### config.mk
export PLATFORM = sky130hd
export DESIGN_NAME = psa_result_seq
export DESIGN_NICKNAME = d
export VERILOG_FILES = /design/src/hw/rtl/psa_pkg.sv /design/src/hw/rtl/psa_result_seq.sv
export SDC_FILE = /design/constraint.sdc
export NUM_CORES = 1
export LEC_CHECK = 0
export ABC_AREA = 1
export BUFFER_PORTS_ARGS = -buffer_cell sky130_fd_sc_hd__buf_2
export CORE_ASPECT_RATIO = 2
export CORE_UTILIZATION = 30
export DETAILED_ROUTE_END_ITERATION = 10
export GPL_ROUTABILITY_DRIVEN = 0
export GPL_TIMING_DRIVEN = 0
export MAX_ROUTING_LAYER = met4
export PLACE_DENSITY = 0.62
export REMOVE_ABC_BUFFERS = 1
export SLEW_MARGIN = 30
export SYNTH_ARGS = -nofsm -noshare
export SYNTH_HDL_FRONTEND = slang
export SYNTH_SLANG_ARGS = --single-unit
### constraint.sdc
create_clock -name clk_i -period 2.5 [get_ports clk_i]
set_input_delay 0.125 -clock clk_i [delete_from_list [all_inputs] [get_ports clk_i]]
set_output_delay 0.125 -clock clk_i [all_outputs]
set_load 0.03 [all_outputs]
### src/hw/rtl/psa_pkg.sv
// shared types, constants and helpers for the poisson stencil assembly unit
package psa_pkg;

  localparam int unsigned MaxResDefault = 64;

  localparam int unsigned ResW     = 7;
  localparam int unsigned InvW     = 24;
  localparam int unsigned CellW    = 6;
  localparam int unsigned VelW     = 32;
  localparam int unsigned DiffW    = VelW + 1;
  localparam int unsigned ProdW    = DiffW + InvW + 1;
  localparam int unsigned FracW    = 16;
  localparam int unsigned TermW    = ProdW - FracW;
  localparam int unsigned IdxW     = 18;
  localparam int unsigned CoefW    = 4;
  localparam int unsigned DivW     = 48;
  localparam int unsigned JxW      = CellW + ResW;
  localparam int unsigned AreaW    = 2 * ResW;
  localparam int unsigned KpW      = CellW + AreaW;
  localparam int unsigned NbrN     = 6;
  localparam int unsigned CntW     = 3;
  localparam int unsigned SelW     = 3;
  localparam int unsigned CfgIdxW  = 3;
  localparam int unsigned CfgDataW = 24;

  localparam logic [ResW-1:0] ResReset = ResW'(32);
  localparam logic [InvW-1:0] InvReset = InvW'(2097152);

  typedef enum logic [CfgIdxW-1:0] {
    CfgResX = 3'd0,
    CfgResY = 3'd1,
    CfgResZ = 3'd2,
    CfgInvX = 3'd3,
    CfgInvY = 3'd4,
    CfgInvZ = 3'd5
  } cfg_idx_e;

  // neighbour order x-, x+, y-, y+, z-, z+
  typedef enum logic [SelW-1:0] {
    NbrXLo = 3'd0,
    NbrXHi = 3'd1,
    NbrYLo = 3'd2,
    NbrYHi = 3'd3,
    NbrZLo = 3'd4,
    NbrZHi = 3'd5
  } nbr_e;

  typedef struct packed {
    logic        [CellW-1:0] cell_x;
    logic        [CellW-1:0] cell_y;
    logic        [CellW-1:0] cell_z;
    logic signed [VelW-1:0]  vel_x_low;
    logic signed [VelW-1:0]  vel_x_high;
    logic signed [VelW-1:0]  vel_y_low;
    logic signed [VelW-1:0]  vel_y_high;
    logic signed [VelW-1:0]  vel_z_low;
    logic signed [VelW-1:0]  vel_z_high;
  } in_item_t;

  typedef struct packed {
    logic        [IdxW-1:0]  row_index;
    logic        [IdxW-1:0]  col_index;
    logic signed [CoefW-1:0] coefficient;
    logic signed [DivW-1:0]  divergence;
    logic                    last;
  } result_t;

  typedef struct packed {
    logic [ResW-1:0] res_x;
    logic [ResW-1:0] res_y;
    logic [ResW-1:0] res_z;
    logic [InvW-1:0] inv_x;
    logic [InvW-1:0] inv_y;
    logic [InvW-1:0] inv_z;
  } cfg_t;

  typedef struct packed {
    logic en1;
    logic en2;
    logic en3;
  } pipe_ctrl_t;

  typedef struct packed {
    logic             valid;
    logic [IdxW-1:0]  row;
    logic [ResW-1:0]  rx;
    logic [AreaW-1:0] rxry;
    logic [NbrN-1:0]  mask;
  } cell_t;

  function automatic logic [ResW-1:0] eff_res(logic [ResW-1:0] r, int unsigned max_res);
    logic [ResW-1:0] e;
    e = r;
    if (32'(r) > max_res) begin
      e = ResW'(max_res);
    end
    return e;
  endfunction

  function automatic logic [CntW-1:0] count_nbr(logic [NbrN-1:0] m);
    logic [CntW-1:0] c;
    c = '0;
    for (int n = 0; n < NbrN; n++) begin
      c = c + CntW'(m[n]);
    end
    return c;
  endfunction

endpackage

### src/hw/rtl/psa_result_seq.sv
// result sequencer: one triplet per cycle from the held cell, diagonal last
module psa_result_seq (
  input  logic                             clk_i,
  input  logic                             rst_ni,
  input  psa_pkg::cell_t                   cell_i,
  input  logic signed [psa_pkg::DivW-1:0]  div_i,
  output logic                             take_o,
  output logic                             res_valid_o,
  output psa_pkg::result_t                 result_o
);

  logic                            hold_q;
  logic [psa_pkg::NbrN-1:0]        mask_q;
  logic [psa_pkg::CntW-1:0]        cnt_q;
  logic [psa_pkg::IdxW-1:0]        row_q;
  logic [psa_pkg::ResW-1:0]        rx_q;
  logic [psa_pkg::AreaW-1:0]       rxry_q;
  logic signed [psa_pkg::DivW-1:0] div_q;
  logic                            out_valid_q;
  psa_pkg::result_t                out_q;

  logic                            take;
  psa_pkg::nbr_e                   sel;
  logic [psa_pkg::IdxW-1:0]        step;
  logic [psa_pkg::IdxW-1:0]        col;
  psa_pkg::result_t                out_d;

  assign take = cell_i.valid && (!hold_q || (mask_q == '0));

  // lowest pending neighbour
  always_comb begin
    sel = psa_pkg::NbrZHi;
    for (int n = psa_pkg::NbrN - 1; n >= 0; n--) begin
      if (mask_q[n]) sel = psa_pkg::nbr_e'(n);
    end
  end

  always_comb begin
    case (sel)
      psa_pkg::NbrXLo: col = row_q - psa_pkg::IdxW'(1);
      psa_pkg::NbrXHi: col = row_q + psa_pkg::IdxW'(1);
      psa_pkg::NbrYLo: col = row_q - psa_pkg::IdxW'(rx_q);
      psa_pkg::NbrYHi: col = row_q + psa_pkg::IdxW'(rx_q);
      psa_pkg::NbrZLo: col = row_q - psa_pkg::IdxW'(rxry_q);
      psa_pkg::NbrZHi: col = row_q + psa_pkg::IdxW'(rxry_q);
      default:         col = row_q;
    endcase
    step = col;
  end

  always_comb begin
    out_d.row_index = row_q;
    if (mask_q != '0) begin
      out_d.col_index   = step;
      out_d.coefficient = psa_pkg::CoefW'(1);
      out_d.divergence  = '0;
      out_d.last        = 1'b0;
    end else begin
      out_d.col_index   = row_q;
      out_d.coefficient = psa_pkg::CoefW'(0) - psa_pkg::CoefW'(cnt_q);
      out_d.divergence  = div_q;
      out_d.last        = 1'b1;
    end
  end

  always_ff @(posedge clk_i or negedge rst_ni) begin
    if (!rst_ni) begin
      hold_q      <= 1'b0;
      mask_q      <= '0;
      out_valid_q <= 1'b0;
    end else begin
      out_valid_q <= hold_q;
      if (take) begin
        hold_q <= 1'b1;
        mask_q <= cell_i.mask;
      end else if (hold_q) begin
        if (mask_q == '0) begin
          hold_q <= 1'b0;
        end else begin
          mask_q <= mask_q & (mask_q - psa_pkg::NbrN'(1));
        end
      end
    end
  end

  always_ff @(posedge clk_i) begin
    out_q <= out_d;
    if (take) begin
      cnt_q  <= psa_pkg::count_nbr(cell_i.mask);
      row_q  <= cell_i.row;
      rx_q   <= cell_i.rx;
      rxry_q <= cell_i.rxry;
      div_q  <= div_i;
    end
  end

  assign take_o      = take;
  assign res_valid_o = out_valid_q;
  assign result_o    = out_q;

endmodule

* Word-level counts from Yosys, hierarchy flattened *
Cells that the tools add are included.

storage, ports and cells
  flip-flop bits (word level) = 187
  logic and storage cells = 54

cells by class
  $add $sub $neg = 13
  equal/unequal tests = 6
  muxes and demuxes = 13
  bitwise logic cells = 1
  reduce and logical (&&, ||, !) cells = 8

operator list
  operator                 number
  $pmux W18 S6             1
  $mux W71                 1
  $add A18 B1 Y18 const B  1
  $add A18 B14 Y18         1
  $add A18 B7 Y18          1
  $mux W6                  3
  $sub A18 B1 Y18 const B  1
  $sub A18 B14 Y18         1
  $sub A18 B7 Y18          1
  $mux W3                  4
  $add A3 B1 Y3            3
  $and A6 B6 Y6            1
  $eq A3 B2 Y1 const B     2
  $eq A3 B3 Y1 const B     2
  $logic_not A6 Y1         1
  $reduce_bool A6 Y1       1
  $sub A6 B1 Y6 const B    1
  $mux W1                  4
  $sub A1 B3 Y4 const A    1
  $add A2 B1 Y3            1
  $eq A3 B1 Y1 const B     1
  $logic_not A3 Y1         1
  $add A1 B1 Y2            1
  $ne A2 B2 Y1 const B     1
  5 further kinds          5

* Logic depth before layout (Yosys ltp) *
Gate-level depths: netlist of run 1.

  word-level depth = 8
  gate-level depth with buffers = 21
  gate-level depth less buffers = 21

* Least setup slack after synthesis of run 1 *
OpenSTA, ideal clock, no wires.

  path type = reg-to-reg
  start = register rx_q[0] (netlist name)
  end = register out_q, in the netlist result_o[70]
  data arrival time = 2.511 ns
  slack = -0.123 ns
  stages on the path, launching flop included = 20
  buffers on the path = 0
  clock period less this slack = 2.623 ns
  path through = edfxtp_1 -> inv_1 -> ha_1 -> inv_1 -> nor3_1 -> inv_1 -> nor3_1 -> ha_1 -> nand2_1 -> o2111ai_1 -> ha_1 -> nand2_1 -> nor2_1 -> nand3_1 -> nand3_1 -> nand2_1 -> nand3_1 -> nand3_1 -> nand2_1 -> nand2_1

RTL lines
  element                   RTL line              RTL
  start: declaration        psa_result_seq.sv:16  logic [psa_pkg::ResW-1:0] rx_q;
  start signal: assignment  psa_result_seq.sv:91  rx_q <= cell_i.rx;
  end signal: assignment    psa_result_seq.sv:87  out_q <= out_d;
  end: declaration          psa_result_seq.sv:20  psa_pkg::result_t out_q;

==> impl_metrics.json, run 1 <==
{
  "numPortBuffers": 186,
  "ant_nets": 0,
  "reg2reg_slack_ps": -320,
  "slew_headroom": 0.537,
  "syn_area_um2": 7680,
  "via_count": 6000,
  "endpoint_kind": "flip-flop",
  "hold_class": "in2async",
  "grt_first_pass_wirelength_um": 30400,
  "grt.total_usage": 0.161,
  "drc_errors": 0,
  "die_h_um": 228,
  "finalSetupViolCount": 11,
  "detail_route.iter0.violations": 366,
  "skew_ps": 11.1,
  "yosysWarnings": 0,
  "n_antenna_cell": 0,
  "cp.required_ps": 2840,
  "fin_ws_ps": -322,
  "synth_top_cell_by_area": "edfxtp_1",
  "holdWs_ps": 43.0,
  "ios": 187,
  "seq_area_frac_synth": 0.610,
  "synthArstFlopShare": 0.0428,
  "final_nets": 1156,
  "grt_pass1_vias": 6157,
  "grt_antenna_before_repair": 0,
  "status": "finished with violations",
  "r2r-start": "rxry_q[4]",
  "min_period_over_period": 1.13,
  "die_w_um": 115,
  "synthMuxAreaShare": 0,
  "grt_max_degree": 44,
  "cts.sinks": 187,
  "slew_viol_final": 0,
  "cts_root_buf": "clkbuf_16",
  "violations": "setup timing",
  "row_count": 82,
  "synth.top_cells.by_count": "inv_1 (119), nand2_1 (114), edfxtp_1 (90)",
  "synthSimpleGateAreaFrac": 0.189,
  "synth_top_area_frac": 0.352,
  "fin_crit_ps": 2820,
  "layout-drive-gt1-share": 0.424,
  "clk_latency_ps": 440,
  "maxCapViolCount": 0,
  "cts_buffer_depth": 2,
  "grt_setup_unrepaired": "true",
  "ctsHtreeMaxLevel": 4,
  "synthXorXnorAreaFrac": 0.00684,
  "finalWirelength_um": 20600,
  "tritoncts": "yes",
  "synth_compound_area_frac": 0.0688,
  "synth_edf_count": 90,
  "reg2reg_depth": 16,
  "hold_violations": 0,
  "post-dp-hpwl_um": 13400,
  "tightest_slew_ps": 693,
  "clkTransAtPathRegs_ps": 70,
  "synth-seq-cells": 187,
  "core_area_um2": 25100,
  "critPathKind": "reg2reg",
  "wl_per_cell_um": 14.9,
  "max_freq_ghz": 0.354,
  "place_area_um2": 8950,
  "critPathMaxFanout": 4,
  "synthCells": 697,
  "die_area_um2": 26300,
  "critPathArrivalTime_ps": 3160,
  "cp-start-kind": "flip-flop",
  "synth_cell_types": 43,
  "num-fill-cells": 2263,
  "start_util": 0.306,
  "gr-total-overflow": 0,
  "synth_area_leaders": "edfxtp_1 (35%), dfxtp_1 (23%), nor2_4 (7.5%)",
  "r2r-end": "result_o[67]",
  "area_delta_synth_final_pct": 50.1,
  "synth.avg_cell_area_um2": 11.0,
  "first_pass_iters": 5,
  "synth_top_family_by_area": "simple AND/OR/NAND/NOR gates",
  "final_cell_area_um2": 11500,
  "yosys_most_used_dff": "edfxtp_1",
  "yosys.area_share.adder": 0.0463,
  "yosysMostFrequentCell": "inv_1",
  "via_per_inst": 4.34,
  "cts-buffers-inserted": 17
}
==> logic make-up after synthesis <==
group / after synthesis
simple gates: 251
compound gates: 93
flops: 187
buf+inv: 134
xor+xnor: 6
fa+ha+maj: 26
==> metal layers <==
layer,vias to the layer above,global-route usage,share of wire
met5,-,-,0
met4,0,0.0885,0.045
met3,54,0.0356,0.033
met2,172,0.309,0.58
met1,2834,0.139,0.35
li1,2940,-,-
==> how the worst max path moves through the flow <==
stage	to	startpoint	slack, ps
floorplan	cnt_q[0]	mask_q[3]	-1010
global placement	take_o	mask_q[0]	-2060
detailed placement	result_o[70]	rx_q[0]	-810
CTS	result_o[70]	rx_q[1]	-430
global route	result_o[70]	rx_q[0]	-540
finish	result_o[67]	rxry_q[4]	-320
==> worst max-delay path, stage by stage, from the launching register on <==
cell	delay, ps
edfxtp_1	500
nor2_1	170
nand2_1	100
nor2_4	150
inv_1	90
nor2_2	160
xor2_1	160
o211ai_1	100
ha_1	350
nand2_1	160
inv_1	80
a21oi_2	180
nor2_1	80
nor2_1	150
nand3_1	110
nand3_1	100
nand2_1	50
==> what timing repair did <==
action,in CTS,in global routing
setup buffers,20,27
endpoints found under the setup margin,109,16
gates cloned,2,2
gates resized for setup,58,109
endpoints found under the hold margin,102,0
hold buffers,95,0
pin swaps,26,47
==> registers in the layout, indices dropped and copies added (netlist names) <==
signal       cells
cnt_q            3
div_q           48
hold_q           1
mask_q           6
res_valid_o      1
result_o        89
row_q           18
rx_q             7
rxry_q          14
==> layout by cell type (no fill, tap or decap), drive strengths merged, types with 18 or more instances in the layout <==
cell type	synthesis	routed
nand3	29	29
nor2	85	85
nand2	119	121
a21oi	34	34
inv	124	131
dfxtp	89	89
o21ai	37	37
dlygate4sd3	0	95
clkbuf	0	18
buf	10	229
edfxtp	90	90
ha	22	22
==> through the flow <==
| stage | setup WS, ps | util | TNS (ps) | cells |
|---|---|---|---|---|
| 4_1_cts | -434 | 0.434 | -3630 | 1360 |
| 6_report | -322 | 0.459 | -2590 | 1383 |
| 2_1_floorplan | -1010 | - | -94690 | 687 |
| 5_1_grt | -542 | 0.459 | -5420 | 1383 |
| 3_5_place_dp | -812 | 0.356 | -27880 | 1211 |
| 3_3_place_gp | -2060 | 0.354 | -194290 | 1209 |
==> area by class of cell <==
class,instances,area [µm²],area share
timing repair inverter,2,17.5,0.00152
tap,336,420,0.0365
inverter,124,493,0.0428
timing repair buffer,324,2270,0.197
multi-input combinational,378,3010,0.261
sequential,187,4690,0.407
clock inverter,14,181,0.0157
clock buffer,18,450,0.0391
Power of run 1 is left out: the tool's default activity adds up to more than one toggle a clock period on the data nets, which glitch-free logic cannot reach.
==> inputs of run 2 (changes only) <==
- CORE_UTILIZATION: 30 -> 25
- PLACE_DENSITY: 0.62 -> 0.55
==> run 2 against run 1 <==
The flow still finishes with violations (setup timing). Via count is 0.35% higher. Worst setup slack improved by 56 ps. Routed wire length increased by 5.0%. Worst hold slack gained 3.8 ps. Cell area grew 2.4%. Core utilization down 6.8 points. Clock-buffer cell count did not move. Largest cell class unchanged.
==> impl_metrics.json, run 2 (synthesis gave the netlist of run 1 again) <==
{
  "status": "finished with violations",
  "violations": "setup timing",
  "layout.area.seq_um2": 4690,
  "r2r-end": "result_o[70]",
  "num-fill-cells": 2894,
  "slowest_delay_ps": 430,
  "slew_headroom": 0.622,
  "grt_first_pass_wirelength_um": 31000,
  "layout-drive-gt1-share": 0.447,
  "die_h_um": 250,
  "critPathArrivalTime_ps": 3110,
  "gr-total-overflow": 0,
  "start_util": 0.254,
  "finalSetupViolCount": 12,
  "finalWirelength_um": 21600,
  "grt.total_usage": 0.138,
  "cts-buffers-inserted": 17,
  "fin_ws_ps": -266,
  "grt_max_degree": 46,
  "grt_setup_unrepaired": "true",
  "drc_errors": 0,
  "final_cell_mix": "buf_2 (185), inv_1 (101), dlygate4sd3_1 (95)",
  "path_delay_family": "simple AND/OR/NAND/NOR gates",
  "worstPathCellList": "inv_2 > ha_4 > nand3_4 > nor2_4 > nand2_2 > o21ai_4 > nand2_2 > nand2_1 > nand2_1 > o21ai_2 > ha_4 > a21oi_4 > o21ai_2 > a21oi_2 > nand2_2 > nand2_2 > nand3_2 > nand2_1 > nand2_1",
  "cp-start-kind": "flip-flop",
  "via_count": 6021,
  "hold_violations": 0,
  "max_freq_ghz": 0.362,
  "r2r-start": "rxry_q[1]",
  "fin_crit_ps": 2770,
  "die_area_um2": 31500,
  "ctsHtreeMaxLevel": 4,
  "grt_pass1_vias": 5918,
  "maxCapViolCount": 0,
  "critPathMaxFanout": 4,
  "cts_root_buf": "clkbuf_16",
  "clk_latency_ps": 440,
  "tightest_slew_ps": 566,
  "path_depth": 19,
  "skew_ps": 12.3,
  "critPathKind": "reg2reg",
  "final_nets": 1164,
  "area_delta_synth_final_pct": 53.7,
  "clkTransAtPathRegs_ps": 80,
  "place_inst": 1243,
  "ant_nets": 0,
  "hold_class": "in2async",
  "cts.sinks": 187,
  "multi_input_area_um2": 3150,
  "cp_num_buf_inv": 1,
  "reg2reg_slack_ps": -270,
  "detail_route.iter0.violations": 252,
  "wl_per_cell_um": 15.2,
  "cp.required_ps": 2840,
  "cts_buffer_depth": 2,
  "min_period_over_period": 1.11,
  "die_w_um": 126,
  "numPortBuffers": 186,
  "final_util": 0.391,
  "ios": 187,
  "endpoint_kind": "flip-flop",
  "via_per_inst": 4.23,
  "core_area_um2": 30200,
  "slew_viol_final": 0,
  "largest_reg_flops": 89,
  "first_pass_iters": 4,
  "n_antenna_cell": 0,
  "grt_antenna_before_repair": 0,
  "final_common_cell": "buf_2",
  "tritoncts": "yes",
  "slowest_stage": "edfxtp_1",
  "row_count": 90,
  "post-dp-hpwl_um": 14300,
  "fin_cells": 1423,
  "reg2reg_depth": 19
}
[run 2: changes by cell type in the layout (fill, tap and decap cells not counted), sizes merged]
| cell | previous run | this run |
|---|---|---|
| buf | 229 | 236 |
| bufbuf | 0 | 1 |
| bufinv | 3 | 1 |
| clkbuf | 18 | 20 |
| inv | 131 | 132 |
| nand2 | 121 | 120 |
[run 2: repair_timing]
| action | in CTS | in global routing |
|---|---|---|
| pin swaps | 25 | 61 |
| endpoints found under the setup margin | 96 | 16 |
| setup buffers | 26 | 24 |
| hold buffers | 95 | 0 |
| resized for setup | 68 | 138 |
| endpoints found under the hold margin | 102 | 0 |
| cloned | 2 | 3 |
[run 2: worst max-delay path by stage]
| stage | to | slack, ps | startpoint |
|---|---|---|---|
| after floorplan | cnt_q[0] | -1010 | mask_q[3] |
| after global placement | take_o | -2160 | mask_q[0] |
| after detailed placement | result_o[70] | -710 | rx_q[0] |
| after CTS | result_o[70] | -430 | rx_q[1] |
| after global routing | result_o[70] | -450 | rx_q[0] |
| final | result_o[70] | -270 | rxry_q[1] |
[run 2: worst reg2reg max path: cells and delay by family (launching register included)]
family | cells | cell delay (ps)
compound gates | 5 | 820
fa+ha+maj | 2 | 420
buf+inv | 1 | 120
flops | 1 | 430
simple gates | 11 | 850
[run 2: area by class of cell]
type	count	area share
sequential	187	0.397
multi-input combinational	377	0.267
timing repair buffer	334	0.205
inverter	124	0.0428
tap	368	0.0390
clock buffer	18	0.0364
clock inverter	14	0.0116
timing repair inverter	1	0.000954
[run 2: per-layer routing]
layer	track usage	routed length, µm	up-vias
met5	-	0	-
met4	0.0747	775	0
met3	0.0322	738	37
met2	0.259	12400	166
met1	0.125	7690	2854
li1	-	-	2964
[run 2: stage by stage]
stage	instance area (µm²)	worst slack, ps	TNS (ps)	hold WS (ps)
2_1_floorplan	7540	-1010	-94690	-171
3_3_place_gp	8930	-2160	-205670	-21.7
3_5_place_dp	9000	-715	-21610	-23.3
4_1_cts	11000	-434	-4140	17.8
5_1_grt	11800	-454	-4280	36.9
6_report	11800	-266	-2080	46.7
Power of run 2 is left out for the same reason.
