<file path="config.mk">
export PLATFORM = sky130hd
export DESIGN_NAME = psa_stencil_pipe
export DESIGN_NICKNAME = d
export VERILOG_FILES = /design/src/hw/rtl/psa_pkg.sv /design/src/hw/rtl/psa_stencil_pipe.sv
export SDC_FILE = /design/constraint.sdc
export NUM_CORES = 1
export LEC_CHECK = 0
export BUFFER_PORTS_ARGS = -buffer_cell sky130_fd_sc_hd__buf_2
export CAP_MARGIN = 20
export CORE_AREA = 2 2 194 196
export CTS_CLUSTER_SIZE = 12
export DETAILED_ROUTE_END_ITERATION = 8
export DIE_AREA = 0 0 196 198
export MAX_ROUTING_LAYER = met4
export RECOVER_POWER = 100
export SYNTH_ARGS = -nofsm -noshare
export SYNTH_HDL_FRONTEND = slang
export SYNTH_SLANG_ARGS = --single-unit
</file>
<file path="constraint.sdc">
create_clock -name clk_i -period 5.03 [get_ports clk_i]
set_input_delay 0.503 -clock clk_i [delete_from_list [all_inputs] [get_ports clk_i]]
set_output_delay 0.503 -clock clk_i [all_outputs]
set_load 0.005 [all_outputs]
</file>
<file path="src/hw/rtl/psa_pkg.sv">
// shared types, constants and helpers for the poisson stencil assembly unit
package psa_pkg;

  localparam int unsigned MaxResDefault = 64;

  localparam int unsigned ResW     = 7;
  localparam int unsigned InvW     = 24;
  localparam int unsigned CellW    = 6;
  localparam int unsigned VelW     = 32;
  localparam int unsigned DiffW    = VelW + 1;
  localparam int unsigned ProdW    = DiffW + InvW + 1;
  localparam int unsigned FracW    = 16;
  localparam int unsigned TermW    = ProdW - FracW;
  localparam int unsigned IdxW     = 18;
  localparam int unsigned CoefW    = 4;
  localparam int unsigned DivW     = 48;
  localparam int unsigned JxW      = CellW + ResW;
  localparam int unsigned AreaW    = 2 * ResW;
  localparam int unsigned KpW      = CellW + AreaW;
  localparam int unsigned NbrN     = 6;
  localparam int unsigned CntW     = 3;
  localparam int unsigned SelW     = 3;
  localparam int unsigned CfgIdxW  = 3;
  localparam int unsigned CfgDataW = 24;

  localparam logic [ResW-1:0] ResReset = ResW'(32);
  localparam logic [InvW-1:0] InvReset = InvW'(2097152);

  typedef enum logic [CfgIdxW-1:0] {
    CfgResX = 3'd0,
    CfgResY = 3'd1,
    CfgResZ = 3'd2,
    CfgInvX = 3'd3,
    CfgInvY = 3'd4,
    CfgInvZ = 3'd5
  } cfg_idx_e;

  // neighbour order x-, x+, y-, y+, z-, z+
  typedef enum logic [SelW-1:0] {
    NbrXLo = 3'd0,
    NbrXHi = 3'd1,
    NbrYLo = 3'd2,
    NbrYHi = 3'd3,
    NbrZLo = 3'd4,
    NbrZHi = 3'd5
  } nbr_e;

  typedef struct packed {
    logic        [CellW-1:0] cell_x;
    logic        [CellW-1:0] cell_y;
    logic        [CellW-1:0] cell_z;
    logic signed [VelW-1:0]  vel_x_low;
    logic signed [VelW-1:0]  vel_x_high;
    logic signed [VelW-1:0]  vel_y_low;
    logic signed [VelW-1:0]  vel_y_high;
    logic signed [VelW-1:0]  vel_z_low;
    logic signed [VelW-1:0]  vel_z_high;
  } in_item_t;

  typedef struct packed {
    logic        [IdxW-1:0]  row_index;
    logic        [IdxW-1:0]  col_index;
    logic signed [CoefW-1:0] coefficient;
    logic signed [DivW-1:0]  divergence;
    logic                    last;
  } result_t;

  typedef struct packed {
    logic [ResW-1:0] res_x;
    logic [ResW-1:0] res_y;
    logic [ResW-1:0] res_z;
    logic [InvW-1:0] inv_x;
    logic [InvW-1:0] inv_y;
    logic [InvW-1:0] inv_z;
  } cfg_t;

  typedef struct packed {
    logic en1;
    logic en2;
    logic en3;
  } pipe_ctrl_t;

  typedef struct packed {
    logic             valid;
    logic [IdxW-1:0]  row;
    logic [ResW-1:0]  rx;
    logic [AreaW-1:0] rxry;
    logic [NbrN-1:0]  mask;
  } cell_t;

  function automatic logic [ResW-1:0] eff_res(logic [ResW-1:0] r, int unsigned max_res);
    logic [ResW-1:0] e;
    e = r;
    if (32'(r) > max_res) begin
      e = ResW'(max_res);
    end
    return e;
  endfunction

  function automatic logic [CntW-1:0] count_nbr(logic [NbrN-1:0] m);
    logic [CntW-1:0] c;
    c = '0;
    for (int n = 0; n < NbrN; n++) begin
      c = c + CntW'(m[n]);
    end
    return c;
  endfunction

endpackage

</file>
<file path="src/hw/rtl/psa_stencil_pipe.sv">
// three stage pipeline for neighbour flags and linear cell index, with stall control
module psa_stencil_pipe #(
  parameter int unsigned MaxRes = psa_pkg::MaxResDefault
) (
  input  logic               clk_i,
  input  logic               rst_ni,
  input  logic               accept_i,
  input  psa_pkg::in_item_t  item_i,
  input  psa_pkg::cfg_t      cfg_i,
  input  logic               take_i,
  output psa_pkg::pipe_ctrl_t ctrl_o,
  output psa_pkg::cell_t     cell_o
);

  // stage 1
  logic                          s1_valid_q;
  logic [psa_pkg::CellW-1:0]     s1_i_q, s1_j_q, s1_k_q;
  logic [psa_pkg::ResW-1:0]      s1_rx_q, s1_ry_q;
  logic [psa_pkg::NbrN-1:0]      s1_mask_q;
  logic [psa_pkg::ResW-1:0]      rx_d, ry_d, rz_d;
  logic [psa_pkg::NbrN-1:0]      mask_d;

  // stage 2
  logic                          s2_valid_q;
  logic [psa_pkg::CellW-1:0]     s2_i_q, s2_k_q;
  logic [psa_pkg::JxW-1:0]       s2_jx_q;
  logic [psa_pkg::AreaW-1:0]     s2_rxry_q;
  logic [psa_pkg::ResW-1:0]      s2_rx_q;
  logic [psa_pkg::NbrN-1:0]      s2_mask_q;

  // stage 3
  logic                          s3_valid_q;
  logic [psa_pkg::IdxW-1:0]      s3_row_q;
  logic [psa_pkg::AreaW-1:0]     s3_rxry_q;
  logic [psa_pkg::ResW-1:0]      s3_rx_q;
  logic [psa_pkg::NbrN-1:0]      s3_mask_q;
  logic [psa_pkg::KpW-1:0]       kp_d;
  logic [psa_pkg::KpW:0]         row_d;

  psa_pkg::pipe_ctrl_t ctrl;

  always_comb begin
    ctrl.en3 = !s3_valid_q || take_i;
    ctrl.en2 = !s2_valid_q || ctrl.en3;
    ctrl.en1 = !s1_valid_q || ctrl.en2;
  end

  assign ctrl_o = ctrl;

  always_comb begin
    rx_d = psa_pkg::eff_res(cfg_i.res_x, MaxRes);
    ry_d = psa_pkg::eff_res(cfg_i.res_y, MaxRes);
    rz_d = psa_pkg::eff_res(cfg_i.res_z, MaxRes);
    mask_d[psa_pkg::NbrXLo] = (item_i.cell_x != '0);
    mask_d[psa_pkg::NbrXHi] = (({1'b0, item_i.cell_x} + psa_pkg::ResW'(1)) < rx_d);
    mask_d[psa_pkg::NbrYLo] = (item_i.cell_y != '0);
    mask_d[psa_pkg::NbrYHi] = (({1'b0, item_i.cell_y} + psa_pkg::ResW'(1)) < ry_d);
    mask_d[psa_pkg::NbrZLo] = (item_i.cell_z != '0);
    mask_d[psa_pkg::NbrZHi] = (({1'b0, item_i.cell_z} + psa_pkg::ResW'(1)) < rz_d);
  end

  always_comb begin
    kp_d  = psa_pkg::KpW'(s2_k_q) * psa_pkg::KpW'(s2_rxry_q);
    row_d = (psa_pkg::KpW+1)'(kp_d) + (psa_pkg::KpW+1)'(s2_jx_q)
          + (psa_pkg::KpW+1)'(s2_i_q);
  end

  always_ff @(posedge clk_i or negedge rst_ni) begin
    if (!rst_ni) begin
      s1_valid_q <= 1'b0;
      s2_valid_q <= 1'b0;
      s3_valid_q <= 1'b0;
    end else begin
      if (ctrl.en1) s1_valid_q <= accept_i;
      if (ctrl.en2) s2_valid_q <= s1_valid_q;
      if (ctrl.en3) s3_valid_q <= s2_valid_q;
    end
  end

  always_ff @(posedge clk_i) begin
    if (ctrl.en1) begin
      s1_i_q    <= item_i.cell_x;
      s1_j_q    <= item_i.cell_y;
      s1_k_q    <= item_i.cell_z;
      s1_rx_q   <= rx_d;
      s1_ry_q   <= ry_d;
      s1_mask_q <= mask_d;
    end
    if (ctrl.en2) begin
      s2_i_q    <= s1_i_q;
      s2_k_q    <= s1_k_q;
      s2_jx_q   <= psa_pkg::JxW'(s1_j_q) * psa_pkg::JxW'(s1_rx_q);
      s2_rxry_q <= psa_pkg::AreaW'(s1_rx_q) * psa_pkg::AreaW'(s1_ry_q);
      s2_rx_q   <= s1_rx_q;
      s2_mask_q <= s1_mask_q;
    end
    if (ctrl.en3) begin
      s3_row_q  <= row_d[psa_pkg::IdxW-1:0];
      s3_rxry_q <= s2_rxry_q;
      s3_rx_q   <= s2_rx_q;
      s3_mask_q <= s2_mask_q;
    end
  end

  always_comb begin
    cell_o.valid = s3_valid_q;
    cell_o.row   = s3_row_q;
    cell_o.rx    = s3_rx_q;
    cell_o.rxry  = s3_rxry_q;
    cell_o.mask  = s3_mask_q;
  end

endmodule

</file>
======== Word level (Yosys, flattened, before mapping) ========
Index checks and enable logic that the tools add are counted.
operators by class
  $add $sub $neg .......................... 5
  multipliers ............................. 3
  $lt $le $gt $ge ......................... 6
  mux-type cells .......................... 3
  reduce and logical (&&, ||, !) cells .... 9
operators with widths
  kind                   number
  $add A6 B1 Y7 const B  3
  $gt A7 B7 Y1 const B   3
  $lt A7 B7 Y1           3
  $mux W7                3
  $add A18 B13 Y18       1
  $add A18 B6 Y18        1
  $mul A6 B14 Y18        1
  $reduce_bool A6 Y1     3
  $mul A7 B7 Y14         1
  $mul A6 B7 Y13         1
  $logic_not A1 Y1       3
  $logic_or A1 B1 Y1     3
storage, ports and cells
  register bits after elaboration ......... 138

======== Logic depth before layout (Yosys ltp) ========
Gate-level depths: netlist (run 1).
  depth in word-level cells ............... 4
  depth in mapped cells ................... 17
  depth with buffers taken out ............ 16

======== Worst setup path after synthesis (run 1) ========
OpenSTA, ideal clock, no wires.
  path type ............................... reg2reg
  start point ............................. register s2_k_q[2] (netlist name)
  end point ............................... register s3_row_q[16] (netlist name) (data pin)
  library setup time ...................... 0.258 ns
  data arrival time ....................... 4.256 ns
  required time ........................... 4.772 ns
  setup slack ............................. 0.516 ns
  stages on the path, launching flop included .. 16
  path buffers ............................ 1
  clock period less this slack ............ 4.514 ns
  path through ............................ edfxtp_1 -> clkbuf_1 -> and2_1 -> fa_1 -> fa_1 -> fa_1 -> inv_1 -> fa_1 -> inv_1 -> ha_1 -> a21o_1 -> a21o_1 -> a2111oi_2 -> nor3_1 -> a31oi_1 -> xnor2_1
between the ends
  longest elaborated chain between the ends .. 3
ends and longest elaborated chain
  item                      RTL line                text
  start: declaration        psa_stencil_pipe.sv:25  logic [psa_pkg::CellW-1:0] s2_i_q, s2_k_q;
  start signal: assignment  psa_stencil_pipe.sv:91  s2_k_q <= s1_k_q;
  $mul A6 B14 Y18           psa_stencil_pipe.sv:63  kp_d = psa_pkg::KpW'(s2_k_q) * psa_pkg::KpW'(s2_rxry_q);
  $add A18 B13 Y18          psa_stencil_pipe.sv:64  row_d = (psa_pkg::KpW+1)'(kp_d) + (psa_pkg::KpW+1)'(s2_jx_q)
  $add A18 B6 Y18           psa_stencil_pipe.sv:65  + (psa_pkg::KpW+1)'(s2_i_q);
  net row_d (one bit)       psa_stencil_pipe.sv:38  logic [psa_pkg::KpW:0] row_d;
  end signal: assignment    psa_stencil_pipe.sv:98  s3_row_q <= row_d[psa_pkg::IdxW-1:0];
  end: declaration          psa_stencil_pipe.sv:33  logic [psa_pkg::IdxW-1:0] s3_row_q;
The timed path passes the listed nets, and every way through them passes these cells.
A chain may end at the register's enable or synchronous reset.

======== Worst setup path in the final report (run 1) ========
  start point ............................. register s2_k_q[2] (netlist name)
  end point ............................... register s3_row_q[17] (netlist name) (data pin)
The elaborated chain is that of the path after synthesis.

==> flow_summary_export.csv, run 1 <==
group,metric,value,unit
pwr,p_leak,5.67,nW
detailed_routing,via_per_inst,4.40,
synth,synth-async-reset-ratio,2.17,%
placed_design,place_ws,147,ps
global_route,track_usage,12.4,%
sta,tightestPinTransition,2870,ps
critical_path,start_kind,"flop",
floorplanning,die_w,196,µm
global_route,grt_overflow,0,
synth,ys_ff_latch,138,
floorplanning,start_util,29.4,%
critical_path,critPathMaxStageDelay,560,ps
finish,nNetsFinal,1606,
sta,setup_viol,0,
synth,synth_area_leaders,"edfxtp_1 (37%), fa_1 (20%), ha_1 (13%)",
min_path,worstHoldStart,"accept_i",
pwr,switching_share,43.7,%
synth,synth-edff-count,135,
global_route,grt_max_degree,54,
detailed_routing,firstDrtPassIters,5,
cts,numCtsBuffers,17,
outcome,violations,"max-capacitance violations, max-slew violations",
critical_path,path_buf_inv,4,
finish,design_area,12500,µm²
placed_design,place_hpwl,17300,µm
critical_path,path_delay_family,"adder cells",
cts,clkTransAtPathRegs,60,ps
run,maxCapViolCount,2,
cts,cts_buffer_depth,2,
synth,synth_flop_cell,"edfxtp_1",
cts,cts_tree,"done",
floorplanning,num_rows,71,
synth,syn_inst,960,
critical_path,r2r_cells,16,
min_path,min_to,"s1_valid_q",
synth,yosysTopAreaCell,"edfxtp_1",
sta,slew_violations,101,
global_route,grt_pass1_vias,7214,
critical_path,cp.required,5200,ps
cts,clock-sinks,138,
synth,syn-cell-area,10900,µm²
sta,clock.fmax,206,MHz
cts,insertion_delay,430,ps
finish,fin_util,33.7,%
synth,avgSynthCellArea,11.3,µm²
min_path,min_path_type,"primary input to flop",
placed_design,io_buffers,91,
sta,holdWs,287,ps
detailed_routing,dr_total_vias,6868,
critical_path,worst_path_max_delay_cell,"edfxtp_1",
sta,skew,15.0,ps
pwr,comb_power_share,63.3,%
sta,rsz0062_at_grt,"no",
synth,synth_top_area_share,37.4,%
critical_path,critPathKind,"flop to flop",
floorplanning,die_area,38800,µm²
finish,area_delta_synth_final,14.9,%
detailed_routing,drc_errors,0,
sta,tns,0,ps
sta,min_period,4850,ps
critical_path,path_max_fanout,11,
placed_design,placed_area,12000,µm²
critical_path,crit_arrival,5030,ps
finish,drive_above_1_share,7.18,%
detailed_routing,wl_per_cell,13.9,µm
global_route,grt_first_pass_wirelength,36400,µm
critical_path,rr_startpoint,"s2_k_q[2]",
synth,ys_types,41,
pwr,internal_power,5.14,mW
pwr,p_per_area,732,nW/µm²
critical_path,path_cells,"and2_1, fa_1, inv_1, fa_1, inv_1, fa_1, inv_1, fa_1, inv_1, ha_1, o211ai_1, o21a_1, a211oi_1, nor2_1, o21ai_0, xnor2_1",
sta,hold_viol,0,
pwr,power_switching,3.98,mW
global_route,antenna_found_initial,1,
detailed_routing,ant_nets,0,
detailed_routing,drt-initial-drc-count,336,
synth,seq_area_frac_synth,38.1,%
pwr,pwr-share-clk,14.2,%
cts,cts_root_buf,"clkbuf_16",
critical_path,r2r_setup_slack,180,ps
synth,synth_warnings,0,
critical_path,cp-end-kind,"flop",
pwr,ir_worst_vdd,0.528,mV
critical_path,r2r-end,"s3_row_q[17]",
cts,cts_max_level,4,
pwr,power_frac_seq,22.5,%
synth,syn-num-nets,1492,
floorplanning,die_h,198,µm
sta,min_period_over_period,96.5,%
cts,cts_resized,0,
sta,maxSlewHeadroom,-91.6,%
sta,layout_setup_ws,177,ps
placed_design,gp_congestion,0.848,
detailed_routing,drt_wl_total,21600,µm
outcome,status,"complete, but fails checks",
floorplanning,num_io_pins,356,
floorplanning,core,37000,µm²
min_path,hold_depth,2,
layer usage:
layer / GRT usage, % / vias up / share of wire [%]
met1: 15.0 / 3368 / 47
met3: 2.06 / 21 / 2.9
met5: - / - / 0
met2: 21.1 / 118 / 49
li1: - / 3361 / -
met4: 4.52 / 0 / 2.0
flip-flops by register name (all words and copies together), names as in the netlist:
register,cells
s2_mask_q,6
s3_rx_q,7
s1_k_q,6
s3_rxry_q,14
s1_rx_q,7
s2_rx_q,7
s1_valid_q,1
s2_i_q,6
s1_mask_q,6
s2_jx_q,13
s1_j_q,6
s2_rxry_q,14
s3_mask_q,6
s3_row_q,18
s2_k_q,6
s3_valid_q,1
s1_ry_q,7
s1_i_q,6
s2_valid_q,1
cell families after synthesis:
| family | count (synthesis) | synth area share (%) |
|---|---|---|
| and+or+nand+nor | 279 | 13.0 |
| adders and majority gates | 225 | 33.6 |
| buffers and inverters | 185 | 6.43 |
| DFF | 138 | 38.1 |
| AOI/OAI and AO/OA | 89 | 5.44 |
| xor gates and xnor gates | 44 | 3.55 |
per-stage QoR:
step | power [mW] | instances
4_1_cts | 9.31 | 1558
6_report | 9.12 | 1562
2_1_floorplan | 6.66 | 960
3_3_place_gp | 7.81 | 1525
3_5_place_dp | 7.95 | 1525
5_1_grt | 10.2 | 1562
Yosys cell counts (14+ instances only):
master	number
clkbuf_1	15
xnor2_1	34
ha_1	115
a21o_1	14
a21oi_1	27
nand2_1	111
edfxtp_1	135
nand3_1	15
fa_1	110
inv_1	169
and2_1	98
nor2_1	20
worst register-to-register path, delay by kind of cell, from the launching register on:
kind / cells / cell delay [ps]
simple gates: 2 / 390
xor+xnor: 1 / 100
buf+inv: 4 / 190
flops: 1 / 560
fa+ha+maj: 5 / 2390
compound gates: 4 / 970
layout make-up:
| cell class | instances | area, µm² |
|---|---|---|
| repair buffers | 111 | 487 |
| multi-input cells | 637 | 6020 |
| clock buffers | 17 | 425 |
| flip-flops and latches | 138 | 4130 |
| clock inverters | 15 | 179 |
| inverters | 169 | 634 |
| well taps | 474 | 593 |
| fillers | 3737 | 24500 |
| diodes | 1 | 2.50 |
power groups by stage:
stage               Clock [mW]  Sequential (mW)  Combinational (mW)
finish                    1.30             2.05                5.77
global route              1.39             2.09                6.73
CTS                       1.34             2.05                5.91
detailed placement           0             2.08                5.87
global placement             0             2.08                5.73
floorplan                    0             2.00                4.66
worst max-delay path by stage:
stage,to,slack [ps],cells after the start,from
2_1_floorplan,s3_row_q[16],520,15,s2_k_q[2]
3_5_place_dp,s3_row_q[17],150,16,s2_k_q[2]
5_1_grt,s3_row_q[17],7,16,s2_k_q[2]
6_report,s3_row_q[17],180,16,s2_k_q[2]
3_3_place_gp,s3_row_q[17],180,16,s2_k_q[2]
4_1_cts,s3_row_q[17],140,16,s2_k_q[2]
placed cells by master (no fill, tap or decap), drive strengths merged, types with 3 or more instances in the layout:
master / n
a2111oi: 3
a211oi: 6
a21o: 15
a21oi: 27
and2: 98
and3: 6
buf: 40
clkbuf: 87
dfrtp: 3
edfxtp: 135
fa: 110
ha: 115
inv: 178
nand2: 111
nand2b: 11
nand3: 15
nand3b: 3
nor2: 20
nor3: 5
nor4: 3
o211ai: 5
o21a: 8
o21ai: 15
o21bai: 4
xnor2: 34
xor2: 10
what timing repair did:
| item | in CTS | in global routing |
|---|---|---|
| endpoints found under the setup margin | 0 | 3 |
| hold endpoints to repair | 3 | 0 |
| hold buffers | 1 | 0 |
| setup buffers | 0 | 3 |
(Power assumes the default switching activity.)
==> run 2: changes to the inputs <==
--- a/config.mk
+++ b/config.mk
@@ -13,6 +13,7 @@
 export DIE_AREA = 0 0 196 198
 export MAX_ROUTING_LAYER = met4
 export RECOVER_POWER = 100
+export SETUP_SLACK_MARGIN = 0.5
 export SYNTH_ARGS = -nofsm -noshare
 export SYNTH_HDL_FRONTEND = slang
 export SYNTH_SLANG_ARGS = --single-unit
==> constraint.sdc (replaced) <==
create_clock -name clk_i -period 4.7 [get_ports clk_i]
set_input_delay 0.47 -clock clk_i [delete_from_list [all_inputs] [get_ports clk_i]]
set_output_delay 0.47 -clock clk_i [all_outputs]
set_load 0.005 [all_outputs]
==> run 2 against run 1 <==
The run still ends with max-capacitance violations, max-slew violations left; sequential cell count unchanged; fmax is 8.5% higher; clock skew is 2.7 ps lower; critical path depth decreased by 1; wire length is 5.6% higher; final cell count up 3.1%; worst setup slack better by 51 ps; via count increased by 2.6%; clock power is 6% higher; register-to-register slack better by 50 ps; first-iteration DRC count is 11% lower; count of clock-buffer cells in the layout rose by 2.
==> flow_summary_export.csv, run 2 (synthesis gave the netlist of run 1 again) <==
group,metric,value,unit
outcome,status,"complete, but fails checks",
outcome,violations,"max-capacitance violations, max-slew violations",
floorplanning,die_w,196,µm
finish,fin_cells,1611,
sta,maxSlewHeadroom,-94.4,%
floorplanning,num_rows,71,
global_route,grt_overflow,0,
sta,clock.fmax,224,MHz
detailed_routing,via_per_inst,4.38,
global_route,grt_pass1_vias,7602,
floorplanning,die_h,198,µm
critical_path,crit_arrival,4640,ps
finish,drive_above_1_share,15.7,%
detailed_routing,drt_wl_total,22900,µm
sta,skew,12.4,ps
sta,tightestPinTransition,2920,ps
sta,hold_viol,0,
detailed_routing,wl_per_cell,14.2,µm
placed_design,gp_congestion,0.827,
global_route,grt_first_pass_wirelength,37700,µm
detailed_routing,drc_errors,0,
cts,insertion_delay,420,ps
floorplanning,die_area,38800,µm²
cts,clkTransAtPathRegs,70,ps
critical_path,cp.required,4860,ps
cts,clock-sinks,138,
placed_design,io_buffers,91,
finish,largest_reg_flops,18,
finish,top_regs,"s3_row_q: 18 flops, s2_rxry_q: 14 flops, s3_rxry_q: 14 flops",
placed_design,place_ws,81.5,ps
cts,cts_buffer_depth,2,
sta,rsz0062_at_grt,"yes",
sta,setup_viol,0,
sta,holdWs,259,ps
floorplanning,start_util,29.4,%
detailed_routing,drt-initial-drc-count,300,
critical_path,cp-end-kind,"flop",
floorplanning,num_io_pins,356,
placed_design,placedCellCount,1529,
detailed_routing,firstDrtPassIters,4,
floorplanning,core,37000,µm²
detailed_routing,dr_total_vias,7050,
finish,layout_commonest_cell,"inv_1",
cts,cts_max_level,4,
finish,regMostFlops,"s3_row_q",
critical_path,start_kind,"flop",
finish,nNetsFinal,1656,
global_route,grt_max_degree,54,
critical_path,critPathKind,"flop to flop",
pwr,p_per_area,867,nW/µm²
critical_path,path_max_fanout,5,
cts,cts_root_buf,"clkbuf_16",
detailed_routing,ant_nets,0,
sta,min_period_over_period,95.1,%
global_route,track_usage,12.8,%
cts,numCtsBuffers,17,
sta,tns,0,ps
finish,area_delta_synth_final,22.0,%
global_route,antenna_found_initial,1,
sta,min_period,4470,ps
run,maxCapViolCount,3,
min_path,min_path_type,"primary input to flop",
finish,mostFrequentLayoutCells,"inv_1 (167), edfxtp_1 (135), nand2_1 (109), fa_1 (109), ha_1 (100)",
sta,layout_setup_ws,228,ps
pwr,ir_worst_vdd,0.640,mV
cts,cts_tree,"done",
placed_design,place_hpwl,17300,µm
pwr,p_leak,5.96,nW
sta,slew_violations,124,
==> run 2: worst max-delay path, cell delays in order (launching register included) <==
cell	delay [ps]
edfxtp_1	470
clkbuf_4	180
and2_4	150
fa_1	470
fa_1	520
fa_1	540
inv_1	50
fa_1	520
inv_1	40
ha_2	190
a21o_1	190
a21o_1	220
a2111oi_4	300
nor3_1	80
a31oi_1	200
xnor2_1	90
==> run 2: layout make-up <==
class | instances | area (µm²)
fillers | 3688 | 23700
multi-input cells | 637 | 6390
inverters | 169 | 634
repair buffers | 161 | 890
clock inverters | 12 | 165
clock buffers | 19 | 433
well taps | 474 | 593
diodes | 1 | 2.50
flip-flops and latches | 138 | 4130
==> run 2: per-stage QoR <==
step           utilization [%]  instance area (µm²)  total power [mW]
2_1_floorplan                -                11000              7.57
3_3_place_gp              32.7                12100              8.85
3_5_place_dp              32.7                12100              8.98
4_1_cts                   35.7                13200              11.1
5_1_grt                   35.8                13200              12.7
6_report                  35.8                13200              11.5
==> run 2: worst paths after layout <==
check,cells after the start,slack (ps),startpoint,to
worst min register to register,0,410,s1_k_q[3],s2_k_q[3]
min in group asynchronous,2,410,rst_ni,s1_valid_q
max in group asynchronous,2,4130,rst_ni,s2_valid_q
worst min-delay path,2,260,accept_i,s1_valid_q
worst max-delay path,15,230,s2_rxry_q[5],s3_row_q[16]
worst max register to register,15,230,s2_rxry_q[5],s3_row_q[16]
==> run 2: routing by layer <==
layer | track usage, % | vias to the layer above | part of all wire (%)
met5 | - | - | 0
met4 | 5.08 | 0 | 2.8
met3 | 2.16 | 29 | 3.1
met2 | 21.7 | 118 | 49
met1 | 15.2 | 3449 | 45
li1 | - | 3454 | -
==> run 2: power by group <==
group	leakage [nW]	internal, mW	switching (mW)	total, mW
Combinational	4.28	3.65	4.30	7.95
Clock	0.286	0.841	0.542	1.38
Sequential	1.40	2.00	0.149	2.15
Total	5.96	6.49	4.99	11.5
==> run 2: repair_timing <==
item | CTS | global route
pin swaps | 31 | 20
setup endpoints to repair | 15 | 14
endpoints found under the hold margin | 3 | 0
hold buffers | 1 | 0
gates cloned | 0 | 0
gates resized for setup | 44 | 28
buffers inserted | 43 | 6
==> run 3: changes to the inputs <==
--- a/config.mk
+++ b/config.mk
@@ -12,6 +12,7 @@
 export DETAILED_ROUTE_END_ITERATION = 8
 export DIE_AREA = 0 0 196 198
 export MAX_ROUTING_LAYER = met4
+export PLACE_DENSITY = 0.57
 export RECOVER_POWER = 100
 export SETUP_SLACK_MARGIN = 0.5
 export SYNTH_ARGS = -nofsm -noshare
==> run 3 against run 2 <==
The run still ends with max-capacitance violations, max-slew violations left; combinational power rose by 6.7%; clock power is 5% lower; sequential cell count is the same; die area stayed put; final area is 0.73% higher; fmax rose by 0.92%; final cell count increased by 0.43%; non-clock buffer count grew 5; highest routed layer unchanged; largest cell class unchanged.
==> flow_summary_export.csv, run 3 (synthesis gave the netlist of run 1 again) <==
group,metric,value,unit
outcome,status,"complete, but fails checks",
outcome,violations,"max-capacitance violations, max-slew violations",
sta,min_period_over_period,94.3,%
detailed_routing,firstDrtPassIters,5,
critical_path,critPathMaxStageDelay,520,ps
min_path,hold_depth,2,
placed_design,gp_congestion,0.821,
critical_path,cp-end-kind,"flop",
critical_path,path_max_fanout,5,
cts,cts_root_buf,"clkbuf_16",
detailed_routing,drt_wl_total,23600,µm
finish,drive_above_1_share,17.9,%
detailed_routing,drt-initial-drc-count,257,
placed_design,place_hpwl,17700,µm
sta,maxSlewHeadroom,-83.0,%
floorplanning,start_util,29.4,%
finish,layout_commonest_cell,"inv_1",
sta,setup_viol,0,
finish,fin_util,36.1,%
sta,clock.fmax,226,MHz
critical_path,r2r_setup_slack,270,ps
finish,fin_cells,1618,
pwr,total_power,12.0,mW
finish,regMostFlops,"s3_row_q",
finish,fill_cells,3688,
critical_path,cp.required,4870,ps
placed_design,io_buffers,91,
cts,cts_max_level,4,
cts,cts_tree,"done",
finish,area_delta_synth_final,22.9,%
finish,top_regs,"s3_row_q: 18 flops, s2_rxry_q: 14 flops, s3_rxry_q: 14 flops",
critical_path,r2r_cells,18,
sta,skew,11.0,ps
floorplanning,num_io_pins,356,
detailed_routing,drc_errors,0,
critical_path,path_delay_family,"adder cells",
cts,clock-sinks,138,
floorplanning,num_rows,71,
detailed_routing,ant_nets,0,
min_path,min_path_type,"primary input to flop",
cts,numCtsBuffers,17,
critical_path,start_kind,"flop",
min_path,worstHoldStart,"accept_i",
cts,clkTransAtPathRegs,60,ps
critical_path,path_cells,"buf_4, and2_4, fa_1, inv_2, fa_1, inv_1, fa_1, inv_1, fa_1, inv_2, ha_4, o211ai_1, a21oi_1, o211ai_1, buf_4, a21oi_2, a31oi_2, xnor2_1",
detailed_routing,wl_per_cell,14.6,µm
floorplanning,die_w,196,µm
pwr,p_per_area,897,nW/µm²
finish,mostFrequentLayoutCells,"inv_1 (163), edfxtp_1 (135), nand2_1 (107)",
cts,insertion_delay,420,ps
global_route,grt_first_pass_wirelength,38100,µm
critical_path,critPathKind,"flop to flop",
min_path,min_to,"s1_valid_q",
sta,tns,0,ps
finish,largest_reg_flops,18,
placed_design,placedCellCount,1530,
critical_path,r2r-end,"s3_row_q[16]",
sta,hold_viol,0,
global_route,grt_max_degree,51,
critical_path,critical_path_depth,18,
sta,tightestPinTransition,2750,ps
global_route,track_usage,12.9,%
finish,nNetsFinal,1661,
detailed_routing,dr_total_vias,7143,
pwr,p_leak,6.00,nW
cts,cts_buffer_depth,2,
critical_path,path_buf_inv,6,
sta,slew_violations,115,
critical_path,rr_startpoint,"s2_k_q[1]",
global_route,antenna_found_initial,2,
critical_path,crit_path_frequent_cell,"fa_1",
global_route,grt_overflow,0,
critical_path,worst_path_max_delay_cell,"fa_1",
critical_path,crit_arrival,4600,ps
pwr,ir_worst_vdd,0.734,mV
run,maxCapViolCount,3,
sta,min_period,4430,ps
floorplanning,die_h,198,µm
floorplanning,core,37000,µm²
global_route,grt_pass1_vias,7458,
sta,rsz0062_at_grt,"yes",
floorplanning,die_area,38800,µm²
detailed_routing,via_per_inst,4.41,
run 3: area by class of cell:
| cell class | count | area (µm²) | area share, % |
|---|---|---|---|
| diodes | 2 | 5.00 | 0.0375 |
| repair buffers | 166 | 946 | 7.09 |
| clock inverters | 14 | 139 | 1.04 |
| flip-flops and latches | 138 | 4130 | 31.0 |
| multi-input cells | 637 | 6460 | 48.5 |
| clock buffers | 18 | 429 | 3.22 |
| inverters | 169 | 634 | 4.76 |
| well taps | 474 | 593 | 4.45 |
run 3: how the worst max path moves through the flow:
stage	start	endpoint	slack (ps)
floorplan	s2_k_q[5]	s3_row_q[16]	460
detailed placement	s2_k_q[2]	s3_row_q[15]	30
CTS	s2_k_q[2]	s3_row_q[17]	300
finish	s2_k_q[1]	s3_row_q[16]	270
global placement	s2_k_q[2]	s3_row_q[16]	70
global route	s1_rx_q[0]	s2_rxry_q[13]	90
run 3: routing by layer:
| metal | global-route usage (%) | share of wire [%] | up-vias |
|---|---|---|---|
| li1 | - | - | 3470 |
| met1 | 15.8 | 46 | 3522 |
| met2 | 21.8 | 48 | 120 |
| met3 | 2.01 | 2.8 | 31 |
| met4 | 4.55 | 2.3 | 0 |
| met5 | - | 0 | - |
run 3: power by group:
part | switching (mW) | internal (mW)
clock | 0.566 | 0.741
combinational | 4.42 | 4.05
sequential | 0.177 | 2.00
total | 5.17 | 6.79
run 3: timing repair:
| item | in CTS | in global routing |
|---|---|---|
| endpoints found under the setup margin | 16 | 16 |
| gates cloned | 1 | 1 |
| pin swaps | 46 | 46 |
| buffers inserted | 43 | 8 |
| resized for setup | 68 | 37 |
| hold endpoints to repair | 3 | 0 |
| hold buffers | 1 | 0 |
run 3: stage by stage:
stage               instance area, µm²  worst slack (ps)  hold WS, ps
global placement                 12100              68.2          270
detailed placement               12100              28.0          274
CTS                              13300               296          223
finish                           13300               269          240
floorplan                        11000               465          174
global route                     13300              86.7          224
